--- src/design/brtc_pkg.sv ---
// Shared types, constants and calendar tables for the BCD clock reading unit.
// No dependencies; imported by every module of the unit.
package brtc_pkg;

  // Configuration port geometry
  localparam int unsigned CfgIdxW  = 8;
  localparam int unsigned CfgDataW = 16;

  // Configuration register indexes
  localparam logic [CfgIdxW-1:0] RegOffsetDays    = 8'd0;
  localparam logic [CfgIdxW-1:0] RegOffsetHours   = 8'd1;
  localparam logic [CfgIdxW-1:0] RegOffsetMinutes = 8'd2;
  localparam logic [CfgIdxW-1:0] RegOffsetSeconds = 8'd3;

  // Offset limits, writes above are clamped
  localparam logic [4:0] MaxHour   = 5'd23;
  localparam logic [5:0] MaxMinute = 6'd59;

  // Error flag bit positions
  localparam int unsigned FlagPower  = 0;
  localparam int unsigned Flag12Hour = 1;
  localparam int unsigned FlagYear   = 2;
  localparam int unsigned FlagMonth  = 3;
  localparam int unsigned FlagDay    = 4;
  localparam int unsigned FlagHour   = 5;
  localparam int unsigned FlagMinute = 6;
  localparam int unsigned FlagSecond = 7;

  // One raw reading
  typedef struct packed {
    logic       status_power_lost;
    logic       status_24hour;
    logic [7:0] year_bcd;
    logic [7:0] month_bcd;
    logic [7:0] day_bcd;
    logic [7:0] hour_bcd;
    logic [7:0] minute_bcd;
    logic [7:0] second_bcd;
  } rtc_in_t;

  // One result beat
  typedef struct packed {
    logic [7:0]         error_flags;
    logic [15:0]        day_count;
    logic signed [15:0] local_days;
    logic [4:0]         local_hours;
    logic [5:0]         local_minutes;
    logic [5:0]         local_seconds;
  } rtc_out_t;

  // Stored local time offset
  typedef struct packed {
    logic [15:0] days;
    logic [4:0]  hours;
    logic [5:0]  minutes;
    logic [5:0]  seconds;
  } rtc_offset_t;

  // Days in a common year's month; 31 for anything outside 1..12
  function automatic logic [4:0] month_len(input logic [6:0] month);
    logic [4:0] len;
    case (month)
      7'd2:    len = 5'd28;
      7'd4:    len = 5'd30;
      7'd6:    len = 5'd30;
      7'd9:    len = 5'd30;
      7'd11:   len = 5'd30;
      default: len = 5'd31;
    endcase
    return len;
  endfunction

  // Days of a common year that lie before the first of the month
  function automatic logic [8:0] days_before(input logic [6:0] month);
    logic [8:0] d;
    case (month)
      7'd2:    d = 9'd31;
      7'd3:    d = 9'd59;
      7'd4:    d = 9'd90;
      7'd5:    d = 9'd120;
      7'd6:    d = 9'd151;
      7'd7:    d = 9'd181;
      7'd8:    d = 9'd212;
      7'd9:    d = 9'd243;
      7'd10:   d = 9'd273;
      7'd11:   d = 9'd304;
      7'd12:   d = 9'd334;
      default: d = 9'd0;
    endcase
    return d;
  endfunction

endpackage

--- src/design/brtc_calc.sv ---
// Combinational datapath: BCD decode, range checks, day count and local time.
// Depends on brtc_pkg for the beat types and calendar tables.
module brtc_calc
  import brtc_pkg::*;
(
  input  rtc_in_t     item_i,
  input  rtc_offset_t offset_i,
  output rtc_out_t    result_o
);

  logic       year_ok, month_ok, day_ok, hour_ok, minute_ok, second_ok;
  logic [6:0] year_dec, month_bin, day_dec, hour_dec, minute_dec, second_dec;
  logic [7:0] flags;
  logic       leap;
  logic [5:0] day_limit;
  logic [6:0] year_s, month_s, day_s;
  logic [4:0] hour_s;
  logic [5:0] minute_s, second_s;
  logic       leap_s;
  logic [15:0] count;
  logic [6:0] sec_diff, min_diff;
  logic [5:0] hour_diff;
  logic       sec_borrow, min_borrow, hour_borrow;
  logic [6:0] sec_fix, min_fix;
  logic [5:0] hour_fix;

  // Decode one BCD byte: high digit times ten plus low digit
  function automatic logic [6:0] bcd_val(input logic [7:0] b);
    return ({3'd0, b[7:4]} << 3) + ({3'd0, b[7:4]} << 1) + {3'd0, b[3:0]};
  endfunction

  function automatic logic bcd_ok(input logic [7:0] b);
    return (b <= 8'h9F) && (b[3:0] <= 4'd9);
  endfunction

  assign year_ok    = bcd_ok(item_i.year_bcd);
  assign month_ok   = bcd_ok(item_i.month_bcd);
  assign day_ok     = bcd_ok(item_i.day_bcd);
  assign hour_ok    = bcd_ok(item_i.hour_bcd);
  assign minute_ok  = bcd_ok(item_i.minute_bcd);
  assign second_ok  = bcd_ok(item_i.second_bcd);
  assign year_dec   = bcd_val(item_i.year_bcd);
  assign month_bin  = bcd_val(item_i.month_bcd);
  assign day_dec    = bcd_val(item_i.day_bcd);
  assign hour_dec   = bcd_val(item_i.hour_bcd);
  assign minute_dec = bcd_val(item_i.minute_bcd);
  assign second_dec = bcd_val(item_i.second_bcd);

  assign leap = year_ok && (year_dec[1:0] == 2'd0);

  // Check each field; a bad month checks the day against 31 only
  always_comb begin
    flags = '0;
    flags[FlagPower]  = item_i.status_power_lost;
    flags[Flag12Hour] = !item_i.status_24hour;
    flags[FlagYear]   = !year_ok;
    flags[FlagMonth]  = !month_ok || (month_bin == 7'd0) || (month_bin > 7'd12);
    if (flags[FlagMonth]) begin
      day_limit = 6'd31;
    end else begin
      day_limit = {1'b0, month_len(month_bin)} +
                  {5'd0, (month_bin == 7'd2) && leap};
    end
    flags[FlagDay]    = !day_ok || (day_dec == 7'd0) || (day_dec > {1'b0, day_limit});
    flags[FlagHour]   = !hour_ok || (hour_dec > 7'd23);
    flags[FlagMinute] = !minute_ok || (minute_dec > 7'd59);
    flags[FlagSecond] = !second_ok || (second_dec > 7'd59);
  end

  // Replace any flagged reading with 2000-01-01 00:00:00
  always_comb begin
    if (flags != 8'd0) begin
      year_s   = 7'd0;
      month_s  = 7'd1;
      day_s    = 7'd1;
      hour_s   = 5'd0;
      minute_s = 6'd0;
      second_s = 6'd0;
      leap_s   = 1'b1;
    end else begin
      year_s   = year_dec;
      month_s  = month_bin;
      day_s    = day_dec;
      hour_s   = hour_dec[4:0];
      minute_s = minute_dec[5:0];
      second_s = second_dec[5:0];
      leap_s   = leap;
    end
  end

  // Day count: 365 per year, one per leap year before this one, then month and day
  assign count = 16'(year_s) * 16'd365
               + 16'((8'(year_s) + 8'd3) >> 2)
               + 16'(days_before(month_s))
               + 16'((month_s > 7'd2) && leap_s)
               + 16'(day_s);

  // Subtract the offset with borrow from seconds up through hours into days
  always_comb begin
    sec_diff    = {1'b0, second_s} - {1'b0, offset_i.seconds};
    sec_borrow  = sec_diff[6];
    sec_fix     = sec_borrow ? sec_diff + 7'd60 : sec_diff;
    min_diff    = {1'b0, minute_s} - {1'b0, offset_i.minutes} - {6'd0, sec_borrow};
    min_borrow  = min_diff[6];
    min_fix     = min_borrow ? min_diff + 7'd60 : min_diff;
    hour_diff   = {1'b0, hour_s} - {1'b0, offset_i.hours} - {5'd0, min_borrow};
    hour_borrow = hour_diff[5];
    hour_fix    = hour_borrow ? hour_diff + 6'd24 : hour_diff;
  end

  assign result_o.error_flags   = flags;
  assign result_o.day_count     = count;
  assign result_o.local_days    = count - offset_i.days - {15'd0, hour_borrow};
  assign result_o.local_hours   = hour_fix[4:0];
  assign result_o.local_minutes = min_fix[5:0];
  assign result_o.local_seconds = sec_fix[5:0];

endmodule

--- src/design/bcd_rtc_reading_validate_and_day_count_unit.sv ---
// Top level of the BCD clock reading unit: offset registers, input and result stages.
// Depends on brtc_pkg and brtc_calc.
//
// Takes one raw clock reading per cycle and returns its error flags, day count
// since 2000 and local time: the reading is captured in the input register, then
// the single-pass check and count logic feeds the result register, which drives
// the outputs. busy_o never rises, so a new reading may be started in
// every cycle; done_o marks each result for one cycle only and the receiver
// cannot stall it, so it must take every beat as it comes. Offset writes clamp
// hours to 23 and minutes and seconds to 59; unknown indexes are ignored.
// Write the offset only while no reading is in flight.
module bcd_rtc_reading_validate_and_day_count_unit
  import brtc_pkg::*;
(
  input  logic                clk_i,
  input  logic                rst_ni,
  input  logic                start_i,
  output logic                busy_o,
  input  rtc_in_t             item_i,
  output logic                done_o,
  output rtc_out_t            result_o,
  input  logic                cfg_we_i,
  input  logic [CfgIdxW-1:0]  cfg_idx_i,
  input  logic [CfgDataW-1:0] cfg_wdata_i
);

  rtc_offset_t offset_q, offset_d;
  logic        in_valid_q;
  rtc_in_t     in_q;
  logic        done_q;
  rtc_out_t    result_q;
  rtc_out_t    calc_result;

  // Never hold off a reading
  assign busy_o = 1'b0;

  // Clamp and route configuration writes
  always_comb begin
    offset_d = offset_q;
    if (cfg_we_i) begin
      case (cfg_idx_i)
        RegOffsetDays: begin
          offset_d.days = cfg_wdata_i;
        end
        RegOffsetHours: begin
          offset_d.hours = (cfg_wdata_i[4:0] > MaxHour) ? MaxHour : cfg_wdata_i[4:0];
        end
        RegOffsetMinutes: begin
          offset_d.minutes = (cfg_wdata_i[5:0] > MaxMinute) ? MaxMinute : cfg_wdata_i[5:0];
        end
        RegOffsetSeconds: begin
          offset_d.seconds = (cfg_wdata_i[5:0] > MaxMinute) ? MaxMinute : cfg_wdata_i[5:0];
        end
        default: begin
          offset_d = offset_q;
        end
      endcase
    end
  end

  always_ff @(posedge clk_i or negedge rst_ni) begin
    if (!rst_ni) begin
      offset_q <= '0;
    end else begin
      offset_q <= offset_d;
    end
  end

  // Capture the start beat
  always_ff @(posedge clk_i or negedge rst_ni) begin
    if (!rst_ni) begin
      in_valid_q <= 1'b0;
    end else begin
      in_valid_q <= start_i && !busy_o;
    end
  end

  always_ff @(posedge clk_i) begin
    if (start_i && !busy_o) begin
      in_q <= item_i;
    end
  end

  brtc_calc u_calc (
    .item_i   (in_q),
    .offset_i (offset_q),
    .result_o (calc_result)
  );

  // Register the result beat
  always_ff @(posedge clk_i or negedge rst_ni) begin
    if (!rst_ni) begin
      done_q <= 1'b0;
    end else begin
      done_q <= in_valid_q;
    end
  end

  always_ff @(posedge clk_i) begin
    if (in_valid_q) begin
      result_q <= calc_result;
    end
  end

  assign done_o   = done_q;
  assign result_o = result_q;

endmodule

--- config.mk ---
export PLATFORM = sky130hd
export DESIGN_NAME = bcd_rtc_reading_validate_and_day_count_unit
export DESIGN_NICKNAME = d
export VERILOG_FILES = /design/src/design/brtc_pkg.sv /design/src/design/brtc_calc.sv /design/src/design/bcd_rtc_reading_validate_and_day_count_unit.sv
export SDC_FILE = /design/constraint.sdc
export NUM_CORES = 1
export LEC_CHECK = 0
export ABC_AREA = 0
export BUFFER_PORTS_ARGS = -buffer_cell sky130_fd_sc_hd__buf_4
export CELL_PAD_IN_SITES_DETAIL_PLACEMENT = 2
export CELL_PAD_IN_SITES_GLOBAL_PLACEMENT = 2
export CORE_MARGIN = 3
export CORE_UTILIZATION = 43
export CTS_BUF_LIST = sky130_fd_sc_hd__clkbuf_8
export DETAILED_ROUTE_END_ITERATION = 16
export PLACE_DENSITY = 0.88
export SYNTH_ARGS = -nofsm -noshare
export SYNTH_HDL_FRONTEND = slang
export SYNTH_HIERARCHICAL = 1
export SYNTH_SLANG_ARGS = --single-unit
--- constraint.sdc ---
create_clock -name clk_i -period 24.1 [get_ports clk_i]
set_clock_uncertainty 0.05 [all_clocks]
set_input_delay 2.41 -clock clk_i [delete_from_list [all_inputs] [get_ports clk_i]]
set_output_delay 2.41 -clock clk_i [all_outputs]
set_load 0.01 [all_outputs]
==> impl_summary.txt <==
----------------------------------------------------
[Worst setup path]
  Required @ worst endpoint ... ~24 ns
  Cell type with the highest occurrence count on the critical path ... ha_1
  Worst R2R Path Depth ... 44
  Type of the worst setup path ... flop to flop
  Kind of start point of the critical path ... flop
  Setup crit end kind ... flop
  Worst endpoint data arrival time ... between 10 and 15 ns
  Cell with the biggest individual delay on the critical path ... nor4_4
  Largest fanout of any net on the critical path ... 20
  Worst path max stage delay ... 0.81 ns

[Global route]
  Wire length of the first global-routing pass ... between 50 and 60 mm
  Aggregate global routing overflow ... 0
  Via count of the first global-routing pass ... 9375
  Largest net degree at the start of global routing ... 52
  Initial antenna violation count ... 2
  Total GRT Usage ... 27.7%

[Run status]
  Result of the run ... finished clean

[Logic synthesis]
  Adder-Cell Fraction of Synth Area ... approximately 29%
  Area share of the largest cell type after synthesis ... between 20 and 30%
  Share of flip-flops with an asynchronous set or reset ... 24.6%
  Top cells by area in the synthesized netlist ... edfxtp_1, ha_1, fa_1
  Fraction of synthesized area in multiplexers ... under 10%
  Dominant synthesized flop cell ... edfxtp_1
  Area share of xor/xnor cells in the synthesized design ... 5.10%
  Library cells used by synthesis ... between 60 and 70
  Number of warning messages in the yosys log ... 6
  Number of flip-flops and latches in the synthesized netlist ... roughly 140
  Part of the Yosys area used for sequential elements ... 37.8%
  Post-Syn Area per Cell ... 11.3 sq um
  Simple-gate share of the synthesized area ... 10.0%
  Cell accounting for the most synthesized area ... edfxtp_1
  Number of flops mapped to enable cells by yosys ... 107
  Mapped Cells ... 961
  Post-synthesis instance area ... 10800 sq um
  Largest family of logic cells by synthesized area ... adder cells
  Synthesized-area fraction occupied by ao, oa, aoi and oai cells ... 7.09%

[Die]
  Starting Density ... 44.1%
  Horiz. Die Dim ... approximately 160 um
  Number of top-level pins ... between 100 and 150
  Total number of placement rows ... 57
  Placeable core region ... about 25000 sq um
  Die area ... 27100 sq um
  Height of the die ... 165 um

[STA]
  Slew margin rel. ... 29.8%
  Final Hold Slack ... 0.442 ns
  Number of max-slew violations in the final report ... 0
  Post-layout minimum cycle time ... 13.27 ns
  Final hold violation count ... 0
  Endpoints failing setup ... 0
  Ratio of final minimum period to clock period ... 55.0%
  Setup ws final ... 10.83 ns
  Final sum of negative setup slack ... 0 ns
  Max Clock Freq ... 75.4 MHz
  RSZ-0062 raised after global routing ... false
  Slew at the pin with the worst max-slew slack ... 1.05 ns

[Layout]
  Final Core Density ... between 50% and 60%
  Count of filler cells inserted in the layout ... 2514
  Fraction of layout cells with a size suffix above 1 ... between 20% and 30%
  Layout overhead on the synthesized area ... 16.3%
  Final nets ... about 1400

[Power]
  Leakage power summed over all cells ... between 6 and 7 nW
  Worst vdd rail ir drop ... between 0.03 and 0.04 mV
  Post-layout total power ... 0.000752 W
  Cell area power density ... 59.7 nW/um^2

[Placed design]
  RD Place Congestion ... 0.791
  Port bufs ... about 140
  HPWL Detailed ... roughly 26 mm
  Worst slack at placement ... 11.64 ns

[Detailed routing]
  Antenna violation net count after detailed routing ... 0
  DR vias ... 7925
  DRC violations left ... 0
  Detailed-routing wirelength on met1 ... roughly 14 mm
  Total length of routed wires ... between 30 and 40 mm
  Pre-antenna DRT Iters ... 5
  Routed length on met3 ... approximately 1.2 mm
  Vias per std cell ... 5.48
  Highest routed layer ... met5
  Detailed router's first-iteration violation count ... between 400 and 500
  Amount of wire on met2 after detailed routing ... 19.8 mm
  Drt wl/cell ... 25.4 um

[Clock network]
  Number of sinks handled by clock tree synthesis ... 142
  Count of cells resized by post-cts repair ... 0
  CTS tree ... yes
  TritonCTS buffer count ... 17
  Clk slew on worst S/H paths ... 0.10 ns
  Root Buffer Master ... clkbuf_8
  Clock network latency to the later pin of the worst-skew pair ... 0.48 ns
  Hold buffer count at CTS ... 0
  Buffers inserted during post-CTS setup optimization ... 0
  H-tree level count ... 4
  CTS max path bufs ... 2

[Worst hold path]
  Hold Path Stages ... 0
  Worst min-delay path category ... flop to flop

[Flow run]
  Number of max-cap violations ... 0

----------------------------------------------------
layout make-up:
class / instances / area (sq um) / share of cell area [%]
diodes: 1 / 2.50 / 0.0199
clock buffers: 17 / 234 / 1.86
clock inverters: 14 / 159 / 1.26
inverters: 163 / 612 / 4.86
multi-input cells: 646 / 6050 / 48.1
flip-flops and latches: 142 / 4090 / 32.5
well taps: 324 / 405 / 3.22
repair buffers: 138 / 1040 / 8.23
cell usage after synthesis, types with 2 or more instances:
cell type and count:
inv_1 162, ha_1 161, edfxtp_1 107, fa_1 54
nor2_1 50, a21oi_1 45, nand2_1 37, xnor2_1 37
dfrtp_1 35, xor2_1 26, mux2_2 25, o21ai_0 23
nand2b_1 20, nand3_1 16, nor3_1 16, a21o_1 14
and2_1 13, mux2_4 10, mux2i_1 9, nor2b_1 6
and3_1 5, o21a_1 5, or3_1 5, a211oi_1 4
a31oi_1 4, buf_4 4, clkbuf_1 4, o21bai_1 4
a211o_1 3, buf_2 3, conb_1 3, nand3b_1 3
nand4_1 3, o211ai_1 3, or2_2 3, a22oi_1 2
a311oi_2 2, a31o_2 2, nand4b_1 2, o21ai_1 2
o22ai_1 2, o31ai_1 2
metal layers:
| layer | vias up | track usage (%) |
|---|---|---|
| li1 | 3560 | - |
| met1 | 4055 | 31.3 |
| met2 | 225 | 51.8 |
| met3 | 83 | 4.26 |
| met4 | 2 | 11.6 |
| met5 | - | 0 |
final timing paths:
path                                    start                  endpoint  slack, ns
setup / recovery           in_q[35]$_DFFE_PP_    result_o[32]$_DFFE_PP_      10.83
hold reg to reg            in_q[49]$_DFFE_PP_    result_o[49]$_DFFE_PP_       0.44
hold / removal             in_q[49]$_DFFE_PP_    result_o[49]$_DFFE_PP_       0.44
min in group asynchronous              rst_ni  offset_q[26]$_DFFE_PN0P_       1.85
max in group asynchronous              rst_ni      in_valid_q$_DFF_PN0_      21.74
setup reg to reg           in_q[35]$_DFFE_PP_    result_o[32]$_DFFE_PP_      10.83
kinds of logic (layout without fill, tap and decap cells):
group                      after synthesis  after routing
AOI/OAI and AO/OA                      122            122
xor gates and xnor gates                63             63
adders and majority gates              215            215
buffers and inverters                  176            332
DFF                                    142            142
muxes                                   44             44
other                                    3              7
and+or+nand+nor                        196            196
state kept, by name, indices dropped and copies added (netlist names):
register / flops
in_valid_q: 1
in_q: 50
result_o: 57
done_o: 1
offset_q: 33
critical path, delay by kind of cell (launching register included):
| family | cells | cell delay (ns) |
|---|---|---|
| AO/OA/AOI/OAI | 9 | 2.16 |
| buffers and inverters | 5 | 0.73 |
| flip-flops | 1 | 0.44 |
| XOR/XNOR | 3 | 0.57 |
| adder cells (fa/ha/maj) | 12 | 5.09 |
| AND/OR/NAND/NOR | 15 | 3.95 |
stage by stage:
stage	instances	area, sq um
floorplan	964	10800
CTS	1444	12600
global placement	1413	12200
finish	1445	12600
detailed placement	1413	12200
global route	1445	12600
placed cells by master, fill, tap and decap left out, types with 34 or more instances in the layout:
cell and instances:
inv_1 162, nor2_1 50, dfrtp_1 34, fa_1 54, a21oi_1 45, buf_4 138
nand2_1 37, ha_1 161, edfxtp_1 107, xnor2_1 37
where the power goes:
part,switching (W),internal (W)
clock,0.000113,0.0000938
sequential,0.0000151,0.000297
combinational,0.000132,0.000101
Power figures use the tool's default switching activity.
